<file path="src/oaht_pkg.sv">
// Shared types and constants for the open-addressing hash table unit.
package oaht_pkg;

    typedef enum logic [1:0] {
        OP_INSERT = 2'd0,
        OP_SEARCH = 2'd1,
        OP_DELETE = 2'd2
    } opcode_t;

    typedef enum logic [1:0] {
        ST_DONE     = 2'd0,
        ST_NO_SLOT  = 2'd1,
        ST_NOTFOUND = 2'd2
    } status_code_t;

    localparam logic [1:0] TAG_EMPTY   = 2'd0;
    localparam logic [1:0] TAG_LIVE    = 2'd1;
    localparam logic [1:0] TAG_DELETED = 2'd2;

    localparam logic [31:0] GOLDEN_FRAC = 32'h9E3779B9;

    localparam logic [0:0] REG_SIZE_LOG2 = 1'b0;
    localparam logic [0:0] REG_HASH_MODE = 1'b1;

    typedef struct packed {
        logic [1:0]  opcode;
        logic signed [31:0] entry_key;
        logic [31:0] entry_value;
    } in_item_t;

    typedef struct packed {
        logic [1:0]  status;
        logic [6:0]  slot_index;
        logic [31:0] found_value;
        logic [7:0]  count;
    } out_item_t;

    // Controller to datapath commands.
    typedef struct packed {
        logic load;       // capture item, start digit sum
        logic digit;      // one decimal digit step
        logic mul;        // multiplicative hash step
        logic home;       // set probe slot to home
        logic rd;         // issue slot read
        logic step;       // advance to next probe slot
        logic wr_ins;     // write live entry
        logic wr_del;     // mark deleted
        logic res_ok;     // result done at current slot
        logic res_fail;   // result failure
        logic emit;       // move result into the output register
    } cmd_t;

    // Datapath to controller status.
    typedef struct packed {
        logic [1:0] opcode;
        logic       digits_done;
        logic       full;
        logic       empty_tbl;
        logic       tag_empty;
        logic       tag_live;
        logic       key_match;
        logic       last_probe;
    } sts_t;

endpackage

</file>
<file path="src/oaht_ctrl.sv">
// Controller of the hash table: sequences hashing, probing and result hand-off.
module oaht_ctrl (
    input  logic           aclk,
    input  logic           aresetn,
    input  logic           s_valid,
    output logic           s_ready,
    output logic           m_valid,
    input  logic           m_ready,
    input  oaht_pkg::sts_t sts,
    output oaht_pkg::cmd_t cmd
);
    typedef enum logic [2:0] {
        IDLE, DIGITS, MUL, HOME, READ, CHECK, RESULT
    } state_t;

    state_t state_reg;
    logic   m_valid_reg;

    always_comb begin
        cmd = '0;
        cmd.load  = (state_reg == IDLE) && s_valid;
        cmd.digit = (state_reg == DIGITS);
        cmd.mul   = (state_reg == MUL);
        cmd.home  = (state_reg == HOME);
        cmd.rd    = (state_reg == READ);
        cmd.emit  = (state_reg == RESULT) && (!m_valid_reg || m_ready);
        if (state_reg == HOME) begin
            if (sts.opcode == oaht_pkg::OP_INSERT && sts.full) cmd.res_fail = 1'b1;
            if (sts.opcode != oaht_pkg::OP_INSERT && sts.empty_tbl) cmd.res_fail = 1'b1;
            if (sts.opcode != oaht_pkg::OP_INSERT && sts.opcode != oaht_pkg::OP_SEARCH &&
                sts.opcode != oaht_pkg::OP_DELETE) cmd.res_fail = 1'b1;
            if (cmd.res_fail) cmd.home = 1'b0;
        end
        if (state_reg == CHECK) begin
            if (sts.opcode == oaht_pkg::OP_INSERT) begin
                if (!sts.tag_live) begin
                    cmd.wr_ins = 1'b1;
                    cmd.res_ok = 1'b1;
                end else if (sts.last_probe) cmd.res_fail = 1'b1;
                else cmd.step = 1'b1;
            end else begin
                if (sts.tag_empty) cmd.res_fail = 1'b1;
                else if (sts.tag_live && sts.key_match) begin
                    cmd.res_ok = 1'b1;
                    cmd.wr_del = (sts.opcode == oaht_pkg::OP_DELETE);
                end else if (sts.last_probe) cmd.res_fail = 1'b1;
                else cmd.step = 1'b1;
            end
        end
    end

    always_ff @(posedge aclk) begin
        if (!aresetn) begin
            state_reg   <= IDLE;
            m_valid_reg <= 1'b0;
        end else begin
            case (state_reg)
                IDLE:    if (s_valid) state_reg <= DIGITS;
                DIGITS:  if (sts.digits_done) state_reg <= MUL;
                MUL:     state_reg <= HOME;
                HOME:    state_reg <= cmd.res_fail ? RESULT : READ;
                READ:    state_reg <= CHECK;
                CHECK:   state_reg <= (cmd.res_ok || cmd.res_fail) ? RESULT : READ;
                RESULT:  if (cmd.emit) state_reg <= IDLE;
                default: state_reg <= IDLE;
            endcase
            if (cmd.emit) m_valid_reg <= 1'b1;
            else if (m_ready) m_valid_reg <= 1'b0;
        end
    end

    assign s_ready = (state_reg == IDLE);
    assign m_valid = m_valid_reg;
endmodule

</file>
<file path="config.mk">
export PLATFORM = sky130hd
export DESIGN_NAME = oaht_ctrl
export DESIGN_NICKNAME = d
export VERILOG_FILES = /design/src/oaht_pkg.sv /design/src/oaht_ctrl.sv
export SDC_FILE = /design/constraint.sdc
export NUM_CORES = 1
export LEC_CHECK = 0
export ABC_CLOCK_PERIOD_IN_PS = 3200
export BUFFER_PORTS_ARGS = -buffer_cell sky130_fd_sc_hd__buf_2
export CAP_MARGIN = 20
export CORE_AREA = 2 2 39 41
export CTS_CLUSTER_SIZE = 10
export DETAILED_ROUTE_END_ITERATION = 8
export DIE_AREA = 0 0 41 43
export PLACE_DENSITY = 0.64
export REMOVE_ABC_BUFFERS = 1
export SYNTH_ARGS = -nofsm -noshare
export SYNTH_HDL_FRONTEND = slang
export SYNTH_SLANG_ARGS = --single-unit
</file>
<file path="constraint.sdc">
create_clock -name aclk -period 3.2 [get_ports aclk]
set_input_delay 0.32 -clock aclk [delete_from_list [all_inputs] [get_ports aclk]]
set_output_delay 0.32 -clock aclk [all_outputs]
set_load 0.02 [all_outputs]
</file>
==> results.ini <==
[global_route]
grtUsageMet1_pct=12.50
global_route_wire_length_before_repair_um=1331
grt.total_usage_pct=10.93
global_route.overflow_total=0
vias_in_the_first_global_route=366
grt_max_degree=11
met3_usage_pct=6.283
grt_most_used_layer=met2
met2_usage_pct=17.19
initial_antenna_violation_count=0

[critical_path]
path_class=flop to output pin
timing.critical_path.slowest_stage_cell=sky130_fd_sc_hd__dfxtp_1
crit_end_element=output pin
combined_buffer_and_inverter_count_along_the_critical_path=3
critPathLaunchType=flop
crit_path_max_fanout=10
critical_path_required_ns=2.88
critPathMaxStageDelay_ns=0.49
worst_ep_arrival_time_ns=1.44
worstPathCellList=inv_2 > and3_1 > a32oi_2 > inv_1 > buf_2
timing.critical_path.max_delay_family=flip-flops

[placed_design]
gp_congestion=0.7390
buffer_ports.inserted=25
place_hpwl_um=785.7

[sta]
fmax_mhz=567.9
grt_setup_unrepaired=no
worst_slew_margin_rel_pct=75.85
finalClockSkew_ns=0.003868
finalCriticalPeriod_ns=1.761
max_slew.worst_pin.slew_ns=0.3577
finalMaxSlewViolations=0
finalHoldViolCount=0
hold_slack_ns=0.3281
final.period_utilization_pct=55.03
setup-violations-final=0
fin_tns_setup_ns=0

[detailed_routing]
route.antenna.remaining_nets=0
route.vias.total=467
drt_iter0_drcs=4
routed_via_density=4.865
wl_um=936
drt_drc_violations_left=0
wl_per_cell_um=9.750
detail_route.first_pass.iterations=3

[cts]
post_cts_buffers=0
htreeDepth=1
clkLatencyLatePin_ns=0.24
tritoncts=done
numCtsBuffers=3
cts_hold_repair.buffers=0
cts-root-to-sink-buffers=2
worst_setup_hold_path_clk_slew_ns=0.04
buffer_cell_driving_the_clock_tree_root=sky130_fd_sc_hd__clkbuf_4
post_cts_resize_count=0
cts.sink_count=4

[layout]
diodes=0
post_route_cells_drive_above_1_share_pct=38.75
total_nets_final=95
num-fill-cells=156
largest_register_ff_count=3
flow.area_growth_from_synthesis_pct=40.13

[synthesis]
synth.area.top_cells=sky130_fd_sc_hd__dfxtp_1 21%, sky130_fd_sc_hd__nor2_1 7.9%, sky130_fd_sc_hd__nand2b_1 6.6%
sequential_fraction_of_the_synthesis_area_pct=21.05
yosysWarnings=0
synth_ff_type=sky130_fd_sc_hd__dfxtp_1
post_synthesis_cell_count=55
postSynth.asyncResetShare_pct=0
yosys.cell_count.top_type=sky130_fd_sc_hd__nor2_1
edff_count_synth=0
synth_commonest_cells=8 x sky130_fd_sc_hd__nor2_1, 4 x sky130_fd_sc_hd__dfxtp_1, 4 x sky130_fd_sc_hd__nand2b_1
ys_ff_latch=4
netlist-cell-type-count=28
syn_area_sq_um=380.4
synth.avg_cell_area_sq_um=6.916
yosys.area.top_type_share_pct=21.05
post-synth-top-area-cell=sky130_fd_sc_hd__dfxtp_1

[floorplan]
floorplan.die_area_sq_mm=0.001763
floorplan.die.height_um=43
ios=26
floorplan.initialDensity_pct=27.49
core.rowCount=14
core_area_sq_mm=0.001384
floorplan.die.width_um=41

[power_and_ir_drop]
seq_power_share_pct=33.5
power.density_cell_area_mw_per_mm2=338.4
power.share.combinational_pct=31.8
total_switching_power_mw=0.06035
p_leak_nw=0.2641
cell_internal_pwr_mw=0.1200
clkPwrFrac_pct=34.7
power.switching_fraction_pct=33.46
peakVddDrop_mv=0.2127

[run]
cap_violations=0

[outcome]
status=finished clean

[hold_path]
timing.hold.worst.class=input port to flop

## power by group through the flow
| stage | Combinational, mW | Clock, mW | Sequential, mW |
|---|---|---|---|
| after floorplan | 0.0368 | 0 | 0.0594 |
| after CTS | 0.0579 | 0.0654 | 0.0604 |
| final | 0.0574 | 0.0626 | 0.0604 |
| after global placement | 0.0569 | 0 | 0.0610 |
| after global routing | 0.0626 | 0.0678 | 0.0614 |
| after detailed placement | 0.0577 | 0 | 0.0612 |
## placed cells by master (no fill, tap or decap)
cell type                   n
sky130_fd_sc_hd__nor2_1     8
sky130_fd_sc_hd__o311ai_0   1
sky130_fd_sc_hd__and3_1     1
sky130_fd_sc_hd__inv_2      1
sky130_fd_sc_hd__inv_1      3
sky130_fd_sc_hd__mux2_1     1
sky130_fd_sc_hd__nand2_1    3
sky130_fd_sc_hd__a21boi_0   1
sky130_fd_sc_hd__o21ai_0    2
sky130_fd_sc_hd__o211ai_1   1
sky130_fd_sc_hd__or3_4      1
sky130_fd_sc_hd__o32ai_1    1
sky130_fd_sc_hd__nand2b_1   4
sky130_fd_sc_hd__buf_2     25
sky130_fd_sc_hd__a21o_1     1
sky130_fd_sc_hd__o21a_1     1
sky130_fd_sc_hd__nor3_1     3
sky130_fd_sc_hd__a31oi_1    2
sky130_fd_sc_hd__or3_1      1
sky130_fd_sc_hd__and2_1     2
sky130_fd_sc_hd__clkbuf_4   3
sky130_fd_sc_hd__or2b_1     1
sky130_fd_sc_hd__nor2b_1    2
sky130_fd_sc_hd__o22a_1     1
sky130_fd_sc_hd__dfxtp_1    4
sky130_fd_sc_hd__nor4_1     1
sky130_fd_sc_hd__a21oi_1    2
sky130_fd_sc_hd__nand3_1    2
sky130_fd_sc_hd__a32oi_2    1
## routing by layer
metal	wire (um)	part of all wire (%)
met4	0	0
met3	79	8.4
met5	0	0
met2	437	47
met1	420	45
## final cells by class
cell class	count	area, sq um	area share, %
multi-input cells	44	270.3	50.70
repair buffers	25	125.1	23.47
flip-flops and latches	4	80.08	15.02
clock buffers	3	22.52	4.225
well taps	16	20.02	3.756
inverters	4	15.01	2.817
## kinds of logic (layout without fill, tap and decap cells)
logic type             Yosys count  in the layout  synth area share (%)
buffers and inverters            7             32                 7.892
AND/OR/NAND/NOR                 29             29                 40.46
flip-flops                       4              4                 21.05
multiplexers                     1              1                 2.960
AO/OA/AOI/OAI                   14             14                 27.64
## worst register-to-register path: stages (launching register included)
cell,delay [ns]
sky130_fd_sc_hd__dfxtp_1,0.49
sky130_fd_sc_hd__inv_2,0.10
sky130_fd_sc_hd__and3_1,0.22
sky130_fd_sc_hd__a32oi_2,0.18
sky130_fd_sc_hd__a31oi_1,0.10
## worst paths after layout
kind	endpoint	depth (start not counted)	slack, ns	startpoint
setup / recovery	cmd[1]	5	1.44	state_reg[1]
hold / removal	state_reg[0]	2	0.33	aresetn
setup reg to reg	state_reg[1]	4	1.98	state_reg[1]
hold reg to reg	m_valid	2	0.55	m_valid
## metrics by stage
stage                     instances  power [mW]  setup WS [ns]  instance area (sq um)  utilization, %
final                            96      0.1804          1.439                  533.0           38.52
after global routing             96      0.1918          1.309                  533.0           38.52
after CTS                        96      0.1837          1.418                  533.0           38.52
after detailed placement         93      0.1189          1.526                  510.5           36.89
after global placement           93      0.1179          1.542                  510.5           36.89
after floorplan                  52     0.09621          1.554                  365.4               -
(Power assumes the default switching activity.)
